--- src/sv/slr_pkg.sv ---
`default_nettype none

package slr_pkg;

  localparam int unsigned SAMPLE_BITS = 24;
  localparam int unsigned FRAC_BITS   = 16;

  // The step and the position carry four integer bits above the fraction plus one
  // more, so a position of one plus the largest step still fits.
  localparam int unsigned STEP_W = FRAC_BITS + 5;
  localparam int unsigned DIFF_W = SAMPLE_BITS + 1;
  localparam int unsigned OPND_W = STEP_W + 1;
  localparam int unsigned PROD_W = DIFF_W + OPND_W;
  localparam int unsigned ACC_W  = PROD_W + 1;

  localparam int unsigned MAX_RESULTS = 16;
  localparam int unsigned CNT_W       = 4;

  localparam logic [STEP_W-1:0] STEP_ONE = STEP_W'(1) << FRAC_BITS;
  localparam logic [STEP_W-1:0] STEP_MIN = STEP_ONE >> 4;
  localparam logic [STEP_W-1:0] STEP_MAX = STEP_ONE << 4;
  localparam logic [ACC_W-1:0]  ACC_HALF = ACC_W'(1) << (FRAC_BITS - 1);
  localparam logic [CNT_W-1:0]  CNT_LAST = CNT_W'(MAX_RESULTS - 1);

  // Commands from the controller to the datapath.
  typedef struct packed {
    logic capture;     // latch the new sample and its difference to the previous one
    logic first;       // store the very first sample, emit nothing
    logic skip;        // position already past one: emit nothing, move on
    logic mul_pos;     // acc <= diff * frac(position)
    logic mul_step;    // dstep <= diff * step
    logic emit_pass;   // load the output register with the sample as is
    logic emit_interp; // load the output register with the next interpolated value
  } slr_cmd_t;

  // Status from the datapath to the controller.
  typedef struct packed {
    logic pass;        // step equals one
    logic have_prev;
    logic pos_ge_one;
    logic out_free;    // output register can take a new beat this cycle
    logic last;        // the value being emitted ends the run
  } slr_sts_t;

endpackage

`default_nettype wire

--- src/sv/slr_in_if.sv ---
`default_nettype none

interface slr_in_if;
  logic                                   valid;
  logic                                   ready;
  logic signed [slr_pkg::SAMPLE_BITS-1:0] sample_in;

  modport source (output valid, output sample_in, input ready);
  modport sink   (input valid, input sample_in, output ready);
endinterface

`default_nettype wire

--- src/sv/slr_out_if.sv ---
`default_nettype none

interface slr_out_if;
  logic                                   valid;
  logic                                   ready;
  logic signed [slr_pkg::SAMPLE_BITS-1:0] sample_out;
  logic                                   last_of_run;

  modport source (output valid, output sample_out, output last_of_run, input ready);
  modport sink   (input valid, input sample_out, input last_of_run, output ready);
endinterface

`default_nettype wire

--- src/sv/slr_cfg_if.sv ---
`default_nettype none

interface slr_cfg_if;
  logic                            valid;
  logic                            ready;
  logic [slr_pkg::STEP_W-1:0]      step_q16;

  modport source (output valid, output step_q16, input ready);
  modport sink   (input valid, input step_q16, output ready);
endinterface

`default_nettype wire

--- src/sv/streaming_linear_resampler.sv ---
// Linear interpolation sample-rate converter for signed audio samples.
// in_if carries one sample per beat; out_if carries interpolated samples, with
// last_of_run set on the final beat caused by an input sample; cfg_if writes
// the Q16 step (source over destination rate), clamped to 1/16 .. 16, and is
// always ready. Write it only while the block is idle.
// With a step other than one, the very first sample after reset, and any
// sample arriving while the position is at or past one, produces no beat.
// With a step of exactly one each sample passes straight through: it is
// captured, then loaded into the output register once that is free, and
// the next sample is taken only after that.
// Otherwise the block uses the multiplier twice (diff * position, then
// diff * step) and then emits one beat per cycle from an accumulator while
// the output register is free; an input yields at most 16 beats.
// The output register holds a finished beat while the receiver stalls; the
// run then pauses, and no input is taken until the run is over.
// Reset restores a step of one, clears the position and forgets the
// previous sample.
`default_nettype none

module streaming_linear_resampler (
  input  wire logic  clk_i,
  input  wire logic  rst_ni,
  slr_in_if.sink     in_if,
  slr_cfg_if.sink    cfg_if,
  slr_out_if.source  out_if
);

  slr_pkg::slr_cmd_t cmd;
  slr_pkg::slr_sts_t sts;

  assign cfg_if.ready = 1'b1;

  slr_ctrl u_ctrl (
    .clk_i      (clk_i),
    .rst_ni     (rst_ni),
    .in_valid_i (in_if.valid),
    .in_ready_o (in_if.ready),
    .sts_i      (sts),
    .cmd_o      (cmd)
  );

  slr_datapath u_datapath (
    .clk_i        (clk_i),
    .rst_ni       (rst_ni),
    .cfg_valid_i  (cfg_if.valid),
    .cfg_step_i   (cfg_if.step_q16),
    .in_sample_i  (in_if.sample_in),
    .cmd_i        (cmd),
    .sts_o        (sts),
    .out_ready_i  (out_if.ready),
    .out_valid_o  (out_if.valid),
    .out_sample_o (out_if.sample_out),
    .out_last_o   (out_if.last_of_run)
  );

endmodule

`default_nettype wire

--- src/sv/slr_datapath.sv ---
`default_nettype none

module slr_datapath (
  input  wire logic                                   clk_i,
  input  wire logic                                   rst_ni,
  input  wire logic                                   cfg_valid_i,
  input  wire logic [slr_pkg::STEP_W-1:0]             cfg_step_i,
  input  wire logic signed [slr_pkg::SAMPLE_BITS-1:0] in_sample_i,
  input  wire slr_pkg::slr_cmd_t                      cmd_i,
  output slr_pkg::slr_sts_t                           sts_o,
  input  wire logic                                   out_ready_i,
  output logic                                        out_valid_o,
  output logic signed [slr_pkg::SAMPLE_BITS-1:0]      out_sample_o,
  output logic                                        out_last_o
);

  localparam int unsigned SB = slr_pkg::SAMPLE_BITS;
  localparam int unsigned FB = slr_pkg::FRAC_BITS;
  localparam int unsigned SW = slr_pkg::STEP_W;

  logic [SW-1:0]                    step_q, step_d;
  logic signed [SB-1:0]             prev_q, cur_q;
  logic                             have_q;
  logic [SW-1:0]                    pos_q, pos_d;
  logic signed [slr_pkg::DIFF_W-1:0] diff_q, diff_d;
  logic signed [slr_pkg::ACC_W-1:0]  acc_q, acc_d;
  logic signed [slr_pkg::PROD_W-1:0] dstep_q;
  logic [slr_pkg::CNT_W-1:0]        cnt_q;
  logic                             out_valid_q;
  logic signed [SB-1:0]             out_sample_q;
  logic                             out_last_q;

  logic [slr_pkg::OPND_W-1:0]        opnd;
  logic signed [slr_pkg::PROD_W-1:0] prod;
  logic signed [slr_pkg::ACC_W-1:0]  rounded;
  logic signed [slr_pkg::ACC_W-1:0]  shifted;
  logic signed [SB-1:0]              interp;
  logic [SW:0]                       pos_sum;
  logic                              sum_ge_one;
  logic                              last;

  // Clamp the written step into the supported range once, at the write.
  always_comb begin
    step_d = cfg_step_i;
    if (cfg_step_i < slr_pkg::STEP_MIN) begin
      step_d = slr_pkg::STEP_MIN;
    end else if (cfg_step_i > slr_pkg::STEP_MAX) begin
      step_d = slr_pkg::STEP_MAX;
    end
  end

  assign diff_d = {in_sample_i[SB-1], in_sample_i} - {prev_q[SB-1], prev_q};

  // Inside a run the position stays below one, so diff * position advances by
  // exactly diff * step per output and one multiplier set-up per run suffices.
  assign opnd = cmd_i.mul_step ? {1'b0, step_q}
                               : slr_pkg::OPND_W'(pos_q[FB-1:0]);
  assign prod = diff_q * $signed(opnd);

  assign rounded = acc_q + $signed(slr_pkg::ACC_HALF);
  assign shifted = rounded >>> FB;
  assign interp  = prev_q + shifted[SB-1:0];

  assign pos_sum    = {1'b0, pos_q} + {1'b0, step_q};
  assign sum_ge_one = pos_sum >= {1'b0, slr_pkg::STEP_ONE};
  assign last       = sum_ge_one || (cnt_q == slr_pkg::CNT_LAST);

  always_comb begin
    pos_d = pos_q;
    if (cmd_i.skip) begin
      pos_d = pos_q - slr_pkg::STEP_ONE;
    end else if (cmd_i.emit_interp) begin
      if (!last) begin
        pos_d = pos_sum[SW-1:0];
      end else if (sum_ge_one) begin
        pos_d = pos_sum[SW-1:0] - slr_pkg::STEP_ONE;
      end else begin
        pos_d = '0;
      end
    end
  end

  always_comb begin
    acc_d = acc_q;
    if (cmd_i.mul_pos) begin
      acc_d = {prod[slr_pkg::PROD_W-1], prod};
    end else if (cmd_i.emit_interp) begin
      acc_d = acc_q + {dstep_q[slr_pkg::PROD_W-1], dstep_q};
    end
  end

  always_ff @(posedge clk_i or negedge rst_ni) begin
    if (!rst_ni) begin
      step_q      <= slr_pkg::STEP_ONE;
      prev_q      <= '0;
      have_q      <= 1'b0;
      pos_q       <= '0;
      cnt_q       <= '0;
      out_valid_q <= 1'b0;
    end else begin
      if (cfg_valid_i) begin
        step_q <= step_d;
      end
      pos_q <= pos_d;
      if (cmd_i.first || cmd_i.skip) begin
        prev_q <= in_sample_i;
        have_q <= 1'b1;
      end else if (cmd_i.emit_pass || (cmd_i.emit_interp && last)) begin
        prev_q <= cur_q;
        have_q <= 1'b1;
      end
      if (cmd_i.capture) begin
        cnt_q <= '0;
      end else if (cmd_i.emit_interp) begin
        cnt_q <= cnt_q + 1'b1;
      end
      if (cmd_i.emit_pass || cmd_i.emit_interp) begin
        out_valid_q <= 1'b1;
      end else if (out_ready_i) begin
        out_valid_q <= 1'b0;
      end
    end
  end

  always_ff @(posedge clk_i) begin
    if (cmd_i.capture) begin
      cur_q  <= in_sample_i;
      diff_q <= diff_d;
    end
    acc_q <= acc_d;
    if (cmd_i.mul_step) begin
      dstep_q <= prod;
    end
    if (cmd_i.emit_pass) begin
      out_sample_q <= cur_q;
      out_last_q   <= 1'b1;
    end else if (cmd_i.emit_interp) begin
      out_sample_q <= interp;
      out_last_q   <= last;
    end
  end

  assign sts_o.pass       = step_q == slr_pkg::STEP_ONE;
  assign sts_o.have_prev  = have_q;
  assign sts_o.pos_ge_one = pos_q >= slr_pkg::STEP_ONE;
  assign sts_o.out_free   = !out_valid_q || out_ready_i;
  assign sts_o.last       = last;

  assign out_valid_o  = out_valid_q;
  assign out_sample_o = out_sample_q;
  assign out_last_o   = out_last_q;

endmodule

`default_nettype wire

--- src/sv/slr_ctrl.sv ---
`default_nettype none

module slr_ctrl (
  input  wire logic              clk_i,
  input  wire logic              rst_ni,
  input  wire logic              in_valid_i,
  output logic                   in_ready_o,
  input  wire slr_pkg::slr_sts_t sts_i,
  output slr_pkg::slr_cmd_t      cmd_o
);

  typedef enum logic [2:0] {
    ST_IDLE,
    ST_MUL_POS,
    ST_MUL_STEP,
    ST_EMIT,
    ST_PASS
  } state_e;

  state_e state_q, state_d;
  logic   ready_q, ready_d;
  logic   take;

  assign take = ready_q && in_valid_i;

  always_comb begin
    state_d = state_q;
    ready_d = ready_q;
    cmd_o   = '0;
    case (state_q)
      ST_IDLE: begin
        if (take) begin
          if (sts_i.pass) begin
            cmd_o.capture = 1'b1;
            state_d       = ST_PASS;
            ready_d       = 1'b0;
          end else if (!sts_i.have_prev) begin
            cmd_o.first = 1'b1;
          end else if (sts_i.pos_ge_one) begin
            cmd_o.skip = 1'b1;
          end else begin
            cmd_o.capture = 1'b1;
            state_d       = ST_MUL_POS;
            ready_d       = 1'b0;
          end
        end
      end
      ST_MUL_POS: begin
        cmd_o.mul_pos = 1'b1;
        state_d       = ST_MUL_STEP;
      end
      ST_MUL_STEP: begin
        cmd_o.mul_step = 1'b1;
        state_d        = ST_EMIT;
      end
      ST_EMIT: begin
        if (sts_i.out_free) begin
          cmd_o.emit_interp = 1'b1;
          if (sts_i.last) begin
            state_d = ST_IDLE;
            ready_d = 1'b1;
          end
        end
      end
      ST_PASS: begin
        if (sts_i.out_free) begin
          cmd_o.emit_pass = 1'b1;
          state_d         = ST_IDLE;
          ready_d         = 1'b1;
        end
      end
      default: begin
        state_d = ST_IDLE;
        ready_d = 1'b1;
      end
    endcase
  end

  always_ff @(posedge clk_i or negedge rst_ni) begin
    if (!rst_ni) begin
      state_q <= ST_IDLE;
      ready_q <= 1'b1;
    end else begin
      state_q <= state_d;
      ready_q <= ready_d;
    end
  end

  assign in_ready_o = ready_q;

endmodule

`default_nettype wire
--- src/flat_wrapper.sv ---
// flat-port wrapper written by rule: the top's interface ports become plain ports
module streaming_linear_resampler_flat 
  (clk_i, rst_ni, in_if_valid, in_if_sample_in, in_if_ready, cfg_if_valid, cfg_if_step_q16, cfg_if_ready, out_if_valid, out_if_sample_out, out_if_last_of_run, out_if_ready);
  slr_in_if in_if_i ();
  slr_cfg_if cfg_if_i ();
  slr_out_if out_if_i ();
  input  wire logic clk_i;
  input  wire logic rst_ni;
  input wire logic [$bits(in_if_i.valid)-1:0] in_if_valid;
  input wire logic [$bits(in_if_i.sample_in)-1:0] in_if_sample_in;
  output wire logic [$bits(in_if_i.ready)-1:0] in_if_ready;
  input wire logic [$bits(cfg_if_i.valid)-1:0] cfg_if_valid;
  input wire logic [$bits(cfg_if_i.step_q16)-1:0] cfg_if_step_q16;
  output wire logic [$bits(cfg_if_i.ready)-1:0] cfg_if_ready;
  output wire logic [$bits(out_if_i.valid)-1:0] out_if_valid;
  output wire logic [$bits(out_if_i.sample_out)-1:0] out_if_sample_out;
  output wire logic [$bits(out_if_i.last_of_run)-1:0] out_if_last_of_run;
  input wire logic [$bits(out_if_i.ready)-1:0] out_if_ready;
  assign in_if_i.valid = in_if_valid;
  assign in_if_i.sample_in = in_if_sample_in;
  assign in_if_ready = in_if_i.ready;
  assign cfg_if_i.valid = cfg_if_valid;
  assign cfg_if_i.step_q16 = cfg_if_step_q16;
  assign cfg_if_ready = cfg_if_i.ready;
  assign out_if_valid = out_if_i.valid;
  assign out_if_sample_out = out_if_i.sample_out;
  assign out_if_last_of_run = out_if_i.last_of_run;
  assign out_if_i.ready = out_if_ready;
  streaming_linear_resampler u_core (.clk_i(clk_i), .rst_ni(rst_ni), .in_if(in_if_i), .cfg_if(cfg_if_i), .out_if(out_if_i));
endmodule
--- config.mk ---
export PLATFORM = sky130hd
export DESIGN_NAME = streaming_linear_resampler_flat
export DESIGN_NICKNAME = d
export VERILOG_FILES = /design/src/sv/slr_pkg.sv /design/src/sv/slr_in_if.sv /design/src/sv/slr_out_if.sv /design/src/sv/slr_cfg_if.sv /design/src/sv/streaming_linear_resampler.sv /design/src/sv/slr_datapath.sv /design/src/sv/slr_ctrl.sv /design/src/flat_wrapper.sv
export SDC_FILE = /design/constraint.sdc
export NUM_CORES = 2
export LEC_CHECK = 0
export ABC_AREA = 1
export CORE_ASPECT_RATIO = 1.2
export CORE_MARGIN = 5
export CORE_UTILIZATION = 35
export CTS_BUF_LIST = sky130_fd_sc_hd__clkbuf_16
export DETAILED_ROUTE_END_ITERATION = 10
export DONT_BUFFER_PORTS = 1
export PLACE_DENSITY = 0.57
export SYNTH_ARGS = -nofsm -noshare
export SYNTH_HDL_FRONTEND = slang
export SYNTH_SLANG_ARGS = --single-unit
--- constraint.sdc ---
create_clock -name clk_i -period 7.3 [get_ports clk_i]
set_input_delay 0.365 -clock clk_i [delete_from_list [all_inputs] [get_ports clk_i]]
set_output_delay 0.365 -clock clk_i [all_outputs]
set_load 0.01 [all_outputs]
## Word-level counts from Yosys, hierarchy flattened

Cells that the tools add are included.

- Flip-flop bits (word level): 245
- Word-level logic and storage cells: 107
- RAM bits: 0
- Latch bits: 0
- Memories: 0
- Bits of input ports: 50
- Memory bits (read-only): 0

- Shift-type cells: 0
- Add/sub/neg operators: 8
- $lt $le $gt $ge: 4
- $mul: 1
- Equal/unequal tests: 12
- Reduce and logical (&&, ||, !) cells: 18
- Bitwise logic cells: 1
- Mux-type cells: 49
- Div/mod/pow operators: 0

Operator list:

| kind | number |
|---|---|
| $mux W21 | 7 |
| $mux W24 | 4 |
| $mux W48 | 2 |
| $add A48 B48 Y48 | 1 |
| $mul A25 B22 Y47 | 1 |
| $sub A21 B17 Y21 const B | 2 |
| $add A40 B17 Y40 const B | 1 |
| $mux W3 | 9 |
| $sub A24 B24 Y25 | 1 |
| $add A24 B24 Y24 | 1 |
| $add A21 B21 Y22 | 1 |
| $ge A22 B17 Y1 const B | 1 |
| $mux W1 | 22 |
| $eq A21 B17 Y1 const B | 1 |
| $ge A21 B17 Y1 const B | 1 |
| $gt A21 B21 Y1 const B | 1 |
| $lt A21 B13 Y1 const B | 1 |
| $pmux W3 S5 | 1 |
| $reduce_bool A2 Y1 | 6 |
| $mux W4 | 2 |
| $reduce_and A7 Y1 | 1 |
| $eq A3 B2 Y1 const B | 2 |
| $ne A3 B2 Y1 const B | 2 |
| $reduce_and A6 Y1 | 1 |
| 14 further kinds | 21 |

## Logic depth before layout (Yosys ltp)

- Word-level depth: 8
- Depth in mapped cells: 38
- Depth with buffers taken out: 36

## Modules after synthesis

From an unflattened synthesis, not the netlist that was laid out.

- Cell total of the unflattened synthesis: 4109
- Area, all modules: 33025.4 um2

By module, submodules not included:

| module | cells each | area an instance (um2) | instances | sequential area each (um2) |
|---|---|---|---|---|
| slr_datapath | 4055 | 32680.1 | 1 | 6417.4 |
| slr_ctrl | 52 | 334.1 | 1 | 101.3 |
| streaming_linear_resampler | 2 | 11.3 | 1 | 0.0 |

## Worst setup path after synthesis

OpenSTA, ideal clock, no wires.

- Path type: reg-to-reg
- Start: register u_core.u_ctrl.state_q[2]
- End: register u_core.u_datapath.dstep_q[36] (netlist name) (data pin)
- Period minus slack after synthesis: 7720 ps
- Setup slack: -420 ps
- Library setup time: 255 ps
- Arrival: 7465 ps
- Stages on the path, launching flop included: 25
- Required time: 7045 ps
- Path buffers: 2
- Cells stage by stage: dfrtp_1 -> buf_2 -> nor3_4 -> nand2_2 -> inv_1 -> clkbuf_1 -> nand2_1 -> fa_1 -> inv_1 -> fa_1 -> fa_1 -> fa_1 -> fa_1 -> fa_1 -> fa_1 -> ha_1 -> a21oi_1 -> nor2_1 -> a211oi_1 -> o21ai_0 -> a21oi_1 -> nand2_1 -> a21o_1 -> or2_2 -> and2_1

- Cells in the longest elaborated chain, start to end: 4

Ends and longest elaborated chain:

| item | line | text |
|---|---|---|
| start, declared | slr_ctrl.sv:20 | `state_e state_q, state_d;` |
| start signal, assigned | slr_ctrl.sv:84 | `state_q <= state_d;` |
| $eq A3 B2 Y1 | slr_ctrl.sv:30 | `case (state_q)` |
| $mux W1 | slr_ctrl.sv:30 |  |
| $mux W21 | slr_datapath.sv:56 | `assign opnd = cmd_i.mul_step ? {1'b0, step_q}` |
| $mul A25 B22 Y47 | slr_datapath.sv:58 | `assign prod = diff_q * $signed(opnd);` |
| net u_core.u_datapath.prod, one bit | slr_datapath.sv:34 | `logic signed [slr_pkg::PROD_W-1:0] prod;` |
| end signal, assigned | slr_datapath.sv:132 | `dstep_q <= prod;` |
| end, declared | slr_datapath.sv:27 | `logic signed [slr_pkg::PROD_W-1:0] dstep_q;` |

The timed path passes the listed nets, and every way through them passes these cells.
A chain may end at the register's enable or synchronous reset.

## Worst setup path after layout

- Start: register u_core.u_ctrl.state_q[1]
- End: register u_core.u_datapath.dstep_q[36] (netlist name) (data pin)

Same word-level chain as after synthesis.

==> run_results.csv <==
group,metric,value,unit
layout,ff_latch_area,0.006519,sq mm
layout,layout-drive-gt1-share,13.54,%
global_route,grt_max_degree,77,
yosys,synthMuxAreaShare,0.06900,%
layout,areaGrowthSynthToFinish,18.72,%
global_route,antenna_found_initial,1,
setup_path,max_stage_delay,0.62,ns
timing,timing.fmax,0.1380,GHz
placed_design,numPortBuffers,0,
timing,hold_violations,0,
yosys,synth_edf_count,153,
global_route,grt_pass1_vias,28042,
yosys,netlist_instances,4050,
global_route,grtUsageTotal,21.02,%
yosys,synth_area,0.03264,sq mm
detailed_routing,vias,27709,
detailed_routing,ant_nets,0,
detailed_routing,drc,0,
setup_path,crit_path_frequent_cell,"fa_1",
yosys,syn_nets,4798,
setup_path,end_kind,"flip-flop",
placed_design,place.gp.congestion,0.9731,
timing,relSlewSlack,27.19,%
layout,fin_nets,5097,
min_path,hold-path-endpoint,"u_core.u_datapath.prev_q[4]",
die,fp.dieArea,0.09949,sq mm
timing,finClkSkew,0.02286,ns
clocking,root_buffer,"clkbuf_16",
timing,setup-violations-final,0,
die,die_h,344.5,microns
clocking,clock-sinks,230,
global_route,grt-ovfl-total,0,
yosys,yosysTopAreaCellShare,29.13,%
setup_path,startpoint_type,"flip-flop",
yosys,synthTopCellsByCount,"855 x inv_1, 843 x nand2_1, 475 x fa_1, 430 x nor2_1, 223 x ha_1",
setup_path,path_class,"reg2reg",
yosys,synth.distinct_cells,58,
yosys,synth.top_cells.by_area,"fa_1 29%, edfxtp_1 14%, inv_1 9.8%",
detailed_routing,viasPerCell,4.935,
timing,finalCritPeriodShare,99.25,%
job,drv_cap,0,
die,rows,122,
yosys,yosys.area.top_type,"fa_1",
detailed_routing,drt-initial-drc-count,1829,
setup_path,reg2reg_slack,0.05,ns
setup_path,worstReg2RegStart,"u_core.u_ctrl.state_q[1]",
die,die_w,288.8,microns
yosys,synthArstFlopShare,33.04,%
global_route,grt_pass1_wl,162500,microns
layout,fill_cells,9300,
timing,period_minus_slack,7.245,ns
yosys,yosysSeqAreaShare,19.97,%
clocking,cts-buffers-inserted,30,
yosys,syn_area_per_cell,8.059,sq um
yosys,synth-seq-cells,230,
die,fp.coreArea,0.09235,sq mm
yosys,synth_compound_area_share,7.874,%
min_path,hold_path.class,"in2reg",
die,start_util,35.34,%
clocking,cts_tree,"built",
placed_design,dp_slack,-0.2959,ns
timing,finalMaxSlewViolations,0,
timing,max_slew.worst_pin.slew,1.088,ns
min_path,whs_path_depth,4,
yosys,synth_top_family_by_area,"adder cells",
clocking,clockBufferDepth,3,
yosys,synth_xor_area_share,3.515,%
setup_path,critical_path.slowest_cell,"fa_1",
yosys,yosys.area_share.simple,19.42,%
detailed_routing,drt_wl_total,106000,microns
setup_path,r2r-end,"u_core.u_datapath.dstep_q[36]",
placed_design,dp_hpwl,87810,microns
setup_path,critical_path_required,7.64,ns
setup_path,critPathArrivalTime,7.59,ns
layout,multi_input_area,0.02316,sq mm
min_path,min-delay-start,"in_if_sample_in[4]",
clocking,cts_max_level,1,
clocking,path_clk_slew,0.06,ns
detailed_routing,drt_first_pass_iters,7,
clocking,insertion_delay,0.58,ns
die,io_pins,78,
timing,setup-tns-final,0,ns
yosys,yosys_warnings,0,
yosys,synthAdderAreaFrac,37.68,%
yosys,synth_ff_type,"edfxtp_1",
timing,rsz0062_at_grt,"true",
detailed_routing,wl_per_cell,18.87,microns
setup_path,reg2reg_depth,28,
setup_path,critPathMaxFanout,8,
timing,fin_ws,0.05490,ns
yosys,yosys.cell_count.top_type,"inv_1",
run_status,status,"completed",
[registers in the layout, summed over array words and instances (netlist names)]
name                            cells
u_core.u_ctrl.in_ready_o            1
u_core.u_datapath.diff_q           25
u_core.u_datapath.acc_q            40
u_core.u_datapath.cnt_q             4
u_core.u_datapath.out_valid_o       1
u_core.u_ctrl.state_q               3
u_core.u_datapath.pos_q            21
u_core.u_datapath.prev_q           24
u_core.u_datapath.out_last_o        1
u_core.u_datapath.dstep_q          40
u_core.u_datapath.out_sample_o     24
u_core.u_datapath.have_q            1
u_core.u_datapath.step_q           21
u_core.u_datapath.cur_q            24
[cell usage in the layout (no fill, tap or decap), drive strengths merged, types with 5 or more instances in the layout]
| cell | synthesis | final |
|---|---|---|
| inv | 865 | 873 |
| nand2 | 859 | 860 |
| fa | 475 | 475 |
| nor2 | 438 | 438 |
| buf | 16 | 321 |
| ha | 223 | 223 |
| o21ai | 194 | 194 |
| a21oi | 169 | 169 |
| edfxtp | 153 | 153 |
| nand3 | 113 | 113 |
| xor2 | 78 | 78 |
| dfrtp | 74 | 74 |
| xnor2 | 53 | 53 |
| dlygate4sd3 | 0 | 47 |
| nand4 | 42 | 42 |
| clkbuf | 90 | 34 |
| nor3 | 31 | 31 |
| a31oi | 28 | 28 |
| clkinv | 15 | 27 |
| or2 | 19 | 19 |
| nor4 | 17 | 17 |
| o22ai | 14 | 14 |
| a21o | 13 | 13 |
| nand3b | 10 | 10 |
| o31ai | 9 | 9 |
| o21a | 8 | 8 |
| o211ai | 7 | 7 |
| and2 | 6 | 6 |
| clkinvlp | 0 | 5 |
[per-stage QoR]
step | hold WS (ns) | cells | util [%] | instance area, sq um
floorplan | 0.06941 | 4050 | - | 32770
global placement | 0.07151 | 5478 | 39.29 | 36290
detailed placement | 0.07154 | 5478 | 39.29 | 36290
CTS | 0.003904 | 5583 | 40.91 | 37790
global route | 0.02859 | 5614 | 41.96 | 38750
finish | 0.03506 | 5615 | 41.96 | 38750
[how the worst max path moves through the flow]
| stage | from | end |
|---|---|---|
| CTS | u_core.u_ctrl.state_q[2] | u_core.u_datapath.dstep_q[39] |
| finish | u_core.u_ctrl.state_q[1] | u_core.u_datapath.dstep_q[36] |
| global route | u_core.u_ctrl.state_q[1] | u_core.u_datapath.dstep_q[39] |
| floorplan | u_core.u_ctrl.state_q[1] | u_core.u_datapath.dstep_q[36] |
| detailed placement | u_core.u_ctrl.state_q[1] | u_core.u_datapath.acc_q[38] |
| global placement | u_core.u_ctrl.state_q[1] | u_core.u_datapath.acc_q[38] |
[cell families after synthesis]
group / count (synthesis)
AO/OA/AOI/OAI: 462
XOR/XNOR: 131
flip-flops: 230
multiplexers: 2
adder cells (fa/ha/maj): 698
AND/OR/NAND/NOR: 1540
other: 1
buffers and inverters: 986
[routing by layer]
metal	share of wire [%]	track usage, %
met2	49	37.15
met5	0	0
met1	41	26.56
met4	5.0	7.963
met3	4.9	2.141
[critical path: cells and delay by family (launching register included)]
kind,cells,cell delay (ns)
adder cells (fa/ha/maj),8,3.92
buffers and inverters,7,0.64
AO/OA/AOI/OAI,6,0.88
flip-flops,1,0.35
AND/OR/NAND/NOR,7,1.21
[repair_timing]
action,in CTS,in global routing
cloned,1,4
buffers inserted,1,25
resized for setup,19,151
hold buffers,47,1
setup endpoints to repair,15,48
hold endpoints to repair,123,1
pin swaps,2,49
[area by class of cell]
| cell class | instances | area share (%) |
|---|---|---|
| well taps | 1240 | 4.004 |
| flip-flops and latches | 230 | 16.82 |
| inverters | 880 | 8.553 |
| clock inverters | 26 | 0.4747 |
| multi-input cells | 2835 | 59.77 |
| diodes | 2 | 0.01292 |
| repair buffers | 372 | 8.427 |
| clock buffers | 30 | 1.937 |
Power is not shown: default switching activity piles up to over one toggle a cycle in this logic, so the estimate is an artifact.
